<file path="src/rtl/tps_pkg.sv">
// Shared constants and types for the triangle perimeter sorter.
package tps_pkg;

    localparam int MaxItemsDefault = 16;
    localparam int TagW    = 8;
    localparam int CoordW  = 16;
    localparam int PerimW  = 19;
    localparam int DiffW   = 17;
    localparam int SqW     = 34;
    localparam int RootW   = 17;

    typedef enum logic [2:0] {
        ST_IDLE,
        ST_ROOT,
        ST_STORE,
        ST_SORT,
        ST_EMIT
    } state_t;

    // Control word that goes to every cell of the sort chain.
    typedef struct packed {
        logic load;    // write the new entry at the tail
        logic sweep;   // odd-even compare/exchange step
        logic odd;     // which pair phase of the sweep
        logic shift;   // move entries toward cell 0 for output
    } cell_ctrl_t;

endpackage

</file>
<file path="src/rtl/triangle_perimeter_sorter.sv">
// Top level: perimeter unit, odd-even transposition chain, output sequencer.
//
//  channel | signals                                   | direction
//  command | start, busy, item_tag, *_x, *_y, set_end  | in (busy is out)
//  result  | valid, out_tag, out_perimeter, out_last,  | out
//          | dropped                                   |
//
// Each of the three roots takes one start step plus 17 root-bit steps, and a
// store step follows the third root.
// The word with set_end adds MAX_ITEMS compare/exchange sweeps in the chain,
// then one result per cycle for every stored entry.
// busy is high from the cycle after acceptance through store, or the last result.
// rst_n clears control state; stored entries are undefined until written.
// The receiver cannot stall; results appear on consecutive cycles.
module triangle_perimeter_sorter
#(
    parameter int MAX_ITEMS = tps_pkg::MaxItemsDefault
)
(
    input  logic                          clk,
    input  logic                          rst_n,
    input  logic                          start,
    output logic                          busy,
    input  logic [tps_pkg::TagW-1:0]      item_tag,
    input  logic signed [tps_pkg::CoordW-1:0] first_x,
    input  logic signed [tps_pkg::CoordW-1:0] first_y,
    input  logic signed [tps_pkg::CoordW-1:0] second_x,
    input  logic signed [tps_pkg::CoordW-1:0] second_y,
    input  logic signed [tps_pkg::CoordW-1:0] third_x,
    input  logic signed [tps_pkg::CoordW-1:0] third_y,
    input  logic                          set_end,
    output logic                          valid,
    output logic [tps_pkg::TagW-1:0]      out_tag,
    output logic [tps_pkg::PerimW-1:0]    out_perimeter,
    output logic                          out_last,
    output logic                          dropped
);

    localparam int CountW = $clog2(MAX_ITEMS + 1);
    localparam int DiffW = tps_pkg::DiffW;

    tps_pkg::state_t state_reg, state_next;
    tps_pkg::cell_ctrl_t ctrl;

    logic signed [tps_pkg::CoordW-1:0] ax_reg, ay_reg, bx_reg, by_reg, cx_reg, cy_reg;
    logic [tps_pkg::TagW-1:0] tag_in_reg;
    logic end_reg;
    logic [1:0] edge_reg, edge_next;
    logic [tps_pkg::PerimW-1:0] sum_reg, sum_next;
    logic [CountW-1:0] count_reg, count_next;
    logic [CountW-1:0] pass_reg, pass_next;
    logic over_reg, over_next;
    logic odd_reg, odd_next;
    logic rs_reg, rs_next;

    logic accept;
    logic root_start, root_done;
    logic [tps_pkg::RootW-1:0] root;
    logic signed [tps_pkg::DiffW-1:0] dx, dy;
    logic [tps_pkg::DiffW-2:0] ux, uy;
    logic [2*(tps_pkg::DiffW-1)-1:0] sq_x, sq_y;
    logic [tps_pkg::SqW-1:0] radicand;
    logic full;

    logic [tps_pkg::PerimW-1:0] cell_perim [MAX_ITEMS];
    logic [tps_pkg::TagW-1:0]   cell_tag   [MAX_ITEMS];

    assign accept = start && !busy;
    assign full   = (count_reg == CountW'(MAX_ITEMS));

    always_ff @(posedge clk)
    begin
        if (accept)
        begin
            ax_reg <= first_x;  ay_reg <= first_y;
            bx_reg <= second_x; by_reg <= second_y;
            cx_reg <= third_x;  cy_reg <= third_y;
            tag_in_reg <= item_tag;
            end_reg <= set_end;
        end
    end

    // Pick the edge endpoints for the current root pass.
    always_comb
    begin
        unique case (edge_reg)
            2'd0:
            begin
                dx = DiffW'(bx_reg) - DiffW'(ax_reg);
                dy = DiffW'(by_reg) - DiffW'(ay_reg);
            end
            2'd1:
            begin
                dx = DiffW'(cx_reg) - DiffW'(bx_reg);
                dy = DiffW'(cy_reg) - DiffW'(by_reg);
            end
            default:
            begin
                dx = DiffW'(ax_reg) - DiffW'(cx_reg);
                dy = DiffW'(ay_reg) - DiffW'(cy_reg);
            end
        endcase
    end

    assign ux = dx[DiffW-1] ? (DiffW-1)'(-dx) : (DiffW-1)'(dx);
    assign uy = dy[DiffW-1] ? (DiffW-1)'(-dy) : (DiffW-1)'(dy);
    // 16x16 squares; the sum of two fits 33 bits.
    assign sq_x = ux * ux;
    assign sq_y = uy * uy;
    assign radicand = tps_pkg::SqW'(sq_x) + tps_pkg::SqW'(sq_y);

    tps_isqrt u_isqrt
    (
        .clk      (clk),
        .rst_n    (rst_n),
        .start    (root_start),
        .radicand (radicand),
        .done     (root_done),
        .root     (root)
    );

    // Next state.
    always_comb
    begin
        state_next = state_reg;
        unique case (state_reg)
            tps_pkg::ST_IDLE:  if (accept) state_next = tps_pkg::ST_ROOT;
            tps_pkg::ST_ROOT:  if (root_done && edge_reg == 2'd2)
                                   state_next = tps_pkg::ST_STORE;
            tps_pkg::ST_STORE:
                if (!end_reg)
                    state_next = tps_pkg::ST_IDLE;
                else
                    state_next = tps_pkg::ST_SORT;
            tps_pkg::ST_SORT:  if (pass_reg == '0) state_next = tps_pkg::ST_EMIT;
            tps_pkg::ST_EMIT:  if (count_reg == CountW'(1)) state_next = tps_pkg::ST_IDLE;
            default:           state_next = tps_pkg::ST_IDLE;
        endcase
    end

    // Outputs and datapath control.
    always_comb
    begin
        edge_next  = edge_reg;
        sum_next   = sum_reg;
        count_next = count_reg;
        pass_next  = pass_reg;
        over_next  = over_reg;
        odd_next   = odd_reg;
        ctrl       = '0;
        unique case (state_reg)
            tps_pkg::ST_IDLE:
            begin
                if (accept)
                begin
                    edge_next = 2'd0;
                    sum_next  = '0;
                end
            end
            tps_pkg::ST_ROOT:
            begin
                if (root_done)
                begin
                    sum_next  = sum_reg + tps_pkg::PerimW'(root);
                    edge_next = edge_reg + 2'd1;
                end
            end
            tps_pkg::ST_STORE:
            begin
                if (full)
                    over_next = 1'b1;
                else
                begin
                    ctrl.load  = 1'b1;
                    count_next = count_reg + 1'b1;
                end
                pass_next = CountW'(MAX_ITEMS);
                odd_next  = 1'b0;
            end
            tps_pkg::ST_SORT:
            begin
                if (pass_reg != '0)
                begin
                    ctrl.sweep = 1'b1;
                    ctrl.odd   = odd_reg;
                    odd_next   = !odd_reg;
                    pass_next  = pass_reg - 1'b1;
                end
            end
            tps_pkg::ST_EMIT:
            begin
                ctrl.shift = 1'b1;
                count_next = count_reg - 1'b1;
                if (count_reg == CountW'(1))
                    over_next = 1'b0;
            end
            default: ;
        endcase
    end

    // Kick the root unit once per edge: on entry to ROOT and after each done but the last.
    assign rs_next = (accept) || (state_reg == tps_pkg::ST_ROOT && root_done
                                  && edge_reg != 2'd2);

    always_ff @(posedge clk or negedge rst_n)
    begin
        if (!rst_n)
        begin
            state_reg <= tps_pkg::ST_IDLE;
            count_reg <= '0;
            over_reg  <= 1'b0;
            pass_reg  <= '0;
            odd_reg   <= 1'b0;
            edge_reg  <= 2'd0;
            rs_reg    <= 1'b0;
        end
        else
        begin
            state_reg <= state_next;
            count_reg <= count_next;
            over_reg  <= over_next;
            pass_reg  <= pass_next;
            odd_reg   <= odd_next;
            edge_reg  <= edge_next;
            rs_reg    <= rs_next;
        end
    end

    always_ff @(posedge clk)
    begin
        sum_reg <= sum_next;
    end

    genvar gi;
    generate
        for (gi = 0; gi < MAX_ITEMS; gi++)
        begin : g_cell
            logic [tps_pkg::PerimW-1:0] lo_p, hi_p;
            logic [tps_pkg::TagW-1:0] lo_t, hi_t;
            logic lo_v, hi_v;
            if (gi == 0)
            begin : g_lo0
                assign lo_p = '0; assign lo_t = '0; assign lo_v = 1'b0;
            end
            else
            begin : g_lo
                assign lo_p = cell_perim[gi-1]; assign lo_t = cell_tag[gi-1];
                assign lo_v = (CountW'(gi) < count_reg);
            end
            if (gi == MAX_ITEMS-1)
            begin : g_hiN
                assign hi_p = cell_perim[gi]; assign hi_t = cell_tag[gi];
                assign hi_v = 1'b0;
            end
            else
            begin : g_hi
                assign hi_p = cell_perim[gi+1]; assign hi_t = cell_tag[gi+1];
                assign hi_v = (CountW'(gi+1) < count_reg);
            end
            tps_cell u_cell
            (
                .clk       (clk),
                .ctrl      (ctrl),
                .is_tail   (count_reg == CountW'(gi)),
                .even_pos  ((gi % 2) == 0),
                .new_perim (sum_reg),
                .new_tag   (tag_in_reg),
                .lo_perim  (lo_p),
                .lo_tag    (lo_t),
                .lo_valid  (lo_v),
                .hi_perim  (hi_p),
                .hi_tag    (hi_t),
                .hi_valid  (hi_v),
                .perim     (cell_perim[gi]),
                .tag       (cell_tag[gi])
            );
        end
    endgenerate

    assign busy          = (state_reg != tps_pkg::ST_IDLE);
    assign valid         = (state_reg == tps_pkg::ST_EMIT);
    assign out_tag       = cell_tag[0];
    assign out_perimeter = cell_perim[0];
    assign out_last      = valid && (count_reg == CountW'(1));
    assign dropped       = over_reg;

    assign root_start = rs_reg;

    a_last_once: assert property (@(posedge clk) disable iff (!rst_n)
        out_last |=> !valid)
        else $error("results continue after last word");
    a_emit_nonempty: assert property (@(posedge clk) disable iff (!rst_n)
        valid |-> (count_reg != '0))
        else $error("emit with empty store");
    a_count_bound: assert property (@(posedge clk) disable iff (!rst_n)
        count_reg <= CountW'(MAX_ITEMS))
        else $error("entry count beyond capacity");

endmodule

</file>
<file path="src/rtl/tps_isqrt.sv">
// Bit-serial floor square root: one root bit per cycle.
module tps_isqrt
(
    input  logic                          clk,
    input  logic                          rst_n,
    input  logic                          start,
    input  logic [tps_pkg::SqW-1:0]       radicand,
    output logic                          done,
    output logic [tps_pkg::RootW-1:0]     root
);

    localparam int Steps = tps_pkg::SqW / 2;
    localparam int CntW  = $clog2(Steps + 1);

    logic [tps_pkg::SqW-1:0] rem_reg, rem_next;
    logic [tps_pkg::SqW-1:0] val_reg, val_next;
    logic [tps_pkg::RootW-1:0] root_reg, root_next;
    logic [CntW-1:0] cnt_reg, cnt_next;
    logic busy_reg, busy_next;
    logic [tps_pkg::SqW-1:0] trial;

    always_comb
    begin
        rem_next  = rem_reg;
        val_next  = val_reg;
        root_next = root_reg;
        cnt_next  = cnt_reg;
        busy_next = busy_reg;
        trial = {rem_reg[tps_pkg::SqW-3:0], val_reg[tps_pkg::SqW-1 -: 2]}
              - {{(tps_pkg::SqW-tps_pkg::RootW-2){1'b0}}, root_reg, 2'b01};
        if (start)
        begin
            rem_next  = '0;
            val_next  = radicand;
            root_next = '0;
            cnt_next  = CntW'(Steps);
            busy_next = 1'b1;
        end
        else if (busy_reg)
        begin
            val_next = {val_reg[tps_pkg::SqW-3:0], 2'b00};
            if ({rem_reg[tps_pkg::SqW-3:0], val_reg[tps_pkg::SqW-1 -: 2]} >=
                {{(tps_pkg::SqW-tps_pkg::RootW-2){1'b0}}, root_reg, 2'b01})
            begin
                rem_next  = trial;
                root_next = {root_reg[tps_pkg::RootW-2:0], 1'b1};
            end
            else
            begin
                rem_next  = {rem_reg[tps_pkg::SqW-3:0], val_reg[tps_pkg::SqW-1 -: 2]};
                root_next = {root_reg[tps_pkg::RootW-2:0], 1'b0};
            end
            cnt_next = cnt_reg - 1'b1;
            if (cnt_reg == CntW'(1))
                busy_next = 1'b0;
        end
    end

    always_ff @(posedge clk or negedge rst_n)
    begin
        if (!rst_n)
        begin
            busy_reg <= 1'b0;
            cnt_reg  <= '0;
        end
        else
        begin
            busy_reg <= busy_next;
            cnt_reg  <= cnt_next;
        end
    end

    always_ff @(posedge clk)
    begin
        rem_reg  <= rem_next;
        val_reg  <= val_next;
        root_reg <= root_next;
    end

    assign done = busy_reg && (cnt_reg == CntW'(1));
    assign root = root_next;

endmodule

</file>
<file path="src/rtl/tps_cell.sv">
// One cell of the sort chain: holds one entry, swaps with its upper or lower neighbor by phase.
module tps_cell
(
    input  logic                           clk,
    input  tps_pkg::cell_ctrl_t            ctrl,
    input  logic                           is_tail,
    input  logic                           even_pos,
    input  logic [tps_pkg::PerimW-1:0]     new_perim,
    input  logic [tps_pkg::TagW-1:0]       new_tag,
    input  logic [tps_pkg::PerimW-1:0]     lo_perim,
    input  logic [tps_pkg::TagW-1:0]       lo_tag,
    input  logic                           lo_valid,
    input  logic [tps_pkg::PerimW-1:0]     hi_perim,
    input  logic [tps_pkg::TagW-1:0]       hi_tag,
    input  logic                           hi_valid,
    output logic [tps_pkg::PerimW-1:0]     perim,
    output logic [tps_pkg::TagW-1:0]       tag
);

    logic [tps_pkg::PerimW-1:0] perim_reg, perim_next;
    logic [tps_pkg::TagW-1:0]   tag_reg, tag_next;
    logic lower_of_pair;

    // Pair (i,i+1) is active when i parity matches the phase.
    assign lower_of_pair = (even_pos != ctrl.odd);

    always_comb
    begin
        perim_next = perim_reg;
        tag_next   = tag_reg;
        if (ctrl.load && is_tail)
        begin
            perim_next = new_perim;
            tag_next   = new_tag;
        end
        else if (ctrl.sweep)
        begin
            if (lower_of_pair && hi_valid && (perim_reg > hi_perim))
            begin
                perim_next = hi_perim;
                tag_next   = hi_tag;
            end
            else if (!lower_of_pair && lo_valid && (lo_perim > perim_reg))
            begin
                perim_next = lo_perim;
                tag_next   = lo_tag;
            end
        end
        else if (ctrl.shift)
        begin
            perim_next = hi_perim;
            tag_next   = hi_tag;
        end
    end

    always_ff @(posedge clk)
    begin
        perim_reg <= perim_next;
        tag_reg   <= tag_next;
    end

    assign perim = perim_reg;
    assign tag   = tag_reg;

endmodule

</file>
<file path="config.mk">
export PLATFORM = sky130hd
export DESIGN_NAME = triangle_perimeter_sorter
export DESIGN_NICKNAME = d
export VERILOG_FILES = /design/src/rtl/tps_pkg.sv /design/src/rtl/triangle_perimeter_sorter.sv /design/src/rtl/tps_isqrt.sv /design/src/rtl/tps_cell.sv
export SDC_FILE = /design/constraint.sdc
export NUM_CORES = 2
export LEC_CHECK = 0
export ABC_AREA = 1
export BUFFER_PORTS_ARGS = -buffer_cell sky130_fd_sc_hd__buf_2
export CORE_UTILIZATION = 45
export DETAILED_ROUTE_END_ITERATION = 10
export SLEW_MARGIN = 20
export SYNTH_ARGS = -nofsm -noshare
export SYNTH_HDL_FRONTEND = slang
export SYNTH_SLANG_ARGS = --single-unit
</file>
<file path="constraint.sdc">
create_clock -name clk -period 23.1 [get_ports clk]
set_input_delay 4.62 -clock clk [delete_from_list [all_inputs] [get_ports clk]]
set_output_delay 4.62 -clock clk [all_outputs]
set_load 0.01 [all_outputs]
</file>
==> results.md <==
- Status: finished with violations
- Failing checks: DRC
- Syn Nets: 8519
- Pin count of the biggest net entering global routing: 86
- Area of the mapped netlist: 60900 µm²
- Critical-path top delay cell: ha_1
- Die Ht: 370 µm
- Hold crit path type: flip-flop to flip-flop
- Hold-fix buffers at CTS: 0
- Flop2flop setup slack: 11.85 ns
- Critical Path AT: 11.69 ns
- Fin area: 66100 µm²
- Clk sinks: 663
- CTS tree: yes
- WP data required: 23.54 ns
- WHS Path Cells: 2
- Setup TNS Final: 0 ns
- Post-CTS setup buffers: 0
- Total number of vias: 51000
- 1st-iter DRT viols: 4384
- Most frequent cells in the layout: inv_1 (1400), nand2_1 (1251), o21ai_0 (724)
- Slowest cell delay on critical path: 0.79 ns
- Post-Place Cell Area: 63200 µm²
- Remaining routing DRC violations: 1
- H-tree lvl count: 3
- Max reg flops: 304
- Crit Path Max Fanout: 19
- Hold endpoint: u_isqrt.rem_reg[8]$_SDFFE_PP0P_
- Die Width: 370 µm
- IO buf count: 138
- Synth Register Bits: 663
- Wire per inst: 20.0 µm
- Post-DP HPWL: 145 mm
- CTS resizes: 0
- Final Max Slew Viols: 0
- CTS Buf Count: 83
- GR Overflow Total: 0
- Layout area overhead: 8.61%
- Avg Inst Size Synth: 8.24 µm²
- Fin crit period: 11.25 ns
- DRT Pass-1 Iters: 11
- Commonest non-fill, non-tap cell in the layout: inv_1
- Max_cap viols: 0
- Worst relative slew slack: 0.221
- Hold Startpoint: u_isqrt.rem_reg[8]$_SDFFE_PP0P_
- Skew final: 0.0614 ns
- Ports: 139
- Ys async rst share: 0.0362
- Final setup fails: 0
- FF-to-FF path depth: 38
- Drt total wl: 185 mm
- Worst Setup Start Kind: flip-flop
- Critical Path Sink Type: flip-flop
- Max Buffers Root-to-Sink: 3
- Worst-Skew Late Latency: 0.70 ns
- Measured slew at the worst slew-check pin: 1.17 ns
- Share of layout cells above drive strength 1: 0.0622
- FILL cells: 13100
- Routability cong.: 0.943
- Critical R2R Capture: u_isqrt.val_reg[30]$_DFFE_PP_
- Final Hold Fails: 0
- Gr usage total: 0.270
- Core Area: 134000 µm²
- Row count: 134
- Final nets: 8547
- First-pass GRT wire length: 287 mm
- Post-synthesis sequential area ratio: 0.317
- Initial antenna violation count: 5
- Crit share post-route: 0.487
- Most used DFF post-synth: edfxtp_1
- Die Footprint: 137000 µm²
- Achievable Freq: 0.0889 GHz
- Post-Synthesis Cells: 7390
- Initial Util: 0.455
- Post-synth EDFFs: 590
- Cell variety after synth: 65
- CP Class: flip-flop to flip-flop
- Syn. warnings: 0
- Critical R2R Launch: edge_reg[1]$_DFFE_PN0P_
- Routed Antenna Nets: 0
- RSZ-0062 raised after global routing: false
- Most frequent CP cell: fa_1
- CTS root buffer: clkbuf_16
- Vias in the first global route: 50700
- Worst-path clk slew: 0.06 ns
- Vias per inst: 5.51
layout make-up:
| type | count | area [µm²] | share of cell area |
|---|---|---|---|
| tap | 1768 | 2210 | 0.0334 |
| sequential | 663 | 19300 | 0.292 |
| timing repair buffer | 197 | 1130 | 0.0171 |
| multi-input combinational | 5029 | 35100 | 0.531 |
| inverter | 1444 | 5420 | 0.0819 |
| clock inverter | 56 | 756 | 0.0114 |
| antenna | 1 | 2.50 | 0.0000378 |
| clock buffer | 98 | 2180 | 0.0330 |
how the worst max path moves through the flow:
stage | from | end | slack, ns | depth (start not counted)
4_1_cts | edge_reg[1]$_DFFE_PN0P_ | u_isqrt.val_reg[30]$_DFFE_PP_ | 11.89 | 38
3_5_place_dp | edge_reg[1]$_DFFE_PN0P_ | u_isqrt.val_reg[30]$_DFFE_PP_ | 11.90 | 38
6_report | edge_reg[1]$_DFFE_PN0P_ | u_isqrt.val_reg[30]$_DFFE_PP_ | 11.85 | 38
2_1_floorplan | start | sum_reg[0]$_SDFFCE_PN0P_ | 12.75 | 4
5_1_grt | edge_reg[1]$_DFFE_PN0P_ | u_isqrt.val_reg[30]$_DFFE_PP_ | 11.17 | 44
3_3_place_gp | edge_reg[1]$_DFFE_PN0P_ | u_isqrt.val_reg[30]$_DFFE_PP_ | 12.12 | 38
cell usage after synthesis, types with 4 or more instances:
cell	instances	area [µm²]
o21ai_1	8	40.0
xor2_1	42	368
buf_2	48	240
inv_1	1407	5280
a21o_1	18	135
nand4_1	57	357
o31ai_1	11	82.6
clkinv_1	5	18.8
nand2_1	1252	4700
nor3_1	108	541
buf_6	9	101
nor2_1	475	1780
nand2_2	12	75.1
a21oi_1	477	2390
inv_2	32	120
nand3_1	339	1700
or2_1	4	25.0
o21a_1	23	173
buf_4	9	67.6
fa_1	395	7910
buf_1	8	30.0
dfrtp_1	24	601
or2_2	17	106
a31oi_1	14	87.6
dfxtp_1	49	981
clkbuf_1	180	676
nor3b_1	6	45.0
nor2_2	37	231
xnor2_1	30	263
nor2_4	6	67.6
o21ai_0	725	3630
a22o_1	8	70.1
nor4_1	14	87.6
nand3b_1	26	195
a221oi_1	7	61.3
a211oi_1	12	90.1
ha_1	626	7830
a21boi_0	4	30.0
o22ai_1	115	719
edfxtp_1	590	17700
o21bai_1	23	173
o211ai_1	99	743
metrics by stage:
stage | util | hold WS [ns] | std cells | setup WS, ns
floorplan | - | 0.429 | 7390 | 12.75
global placement | 0.472 | 0.458 | 9101 | 12.12
detailed placement | 0.472 | 0.464 | 9101 | 11.90
CTS | 0.494 | 0.472 | 9255 | 11.89
global route | 0.494 | 0.480 | 9256 | 11.17
finish | 0.494 | 0.474 | 9256 | 11.85
worst max-delay path, delay by kind of cell, from the launching register on:
kind,cells,cell delay (ns)
buf+inv,7,1.42
fa+ha+maj,11,5.69
simple gates,14,2.40
compound gates,6,1.07
flops,1,0.38
logic make-up (layout without fill, tap and decap cells):
family	count (synthesis)	after routing	synth area share
AND/OR/NAND/NOR	2368	2368	0.165
other	0	1	0
buffers and inverters	1698	1795	0.107
flip-flops	663	663	0.317
adder cells (fa/ha/maj)	1021	1021	0.258
AO/OA/AOI/OAI	1566	1566	0.142
XOR/XNOR	74	74	0.0111
per-layer routing:
layer  global-route usage  vias to the layer above  wire [µm]
met5                    0                        -         26
met4               0.0888                        4       6280
met1                0.359                    24600      80400
met2                0.452                     1631      87300
li1                     -                    24500          -
met3               0.0345                      317      11300
Power is not shown: default switching activity piles up to over one toggle a cycle in this logic, so the estimate is an artifact.
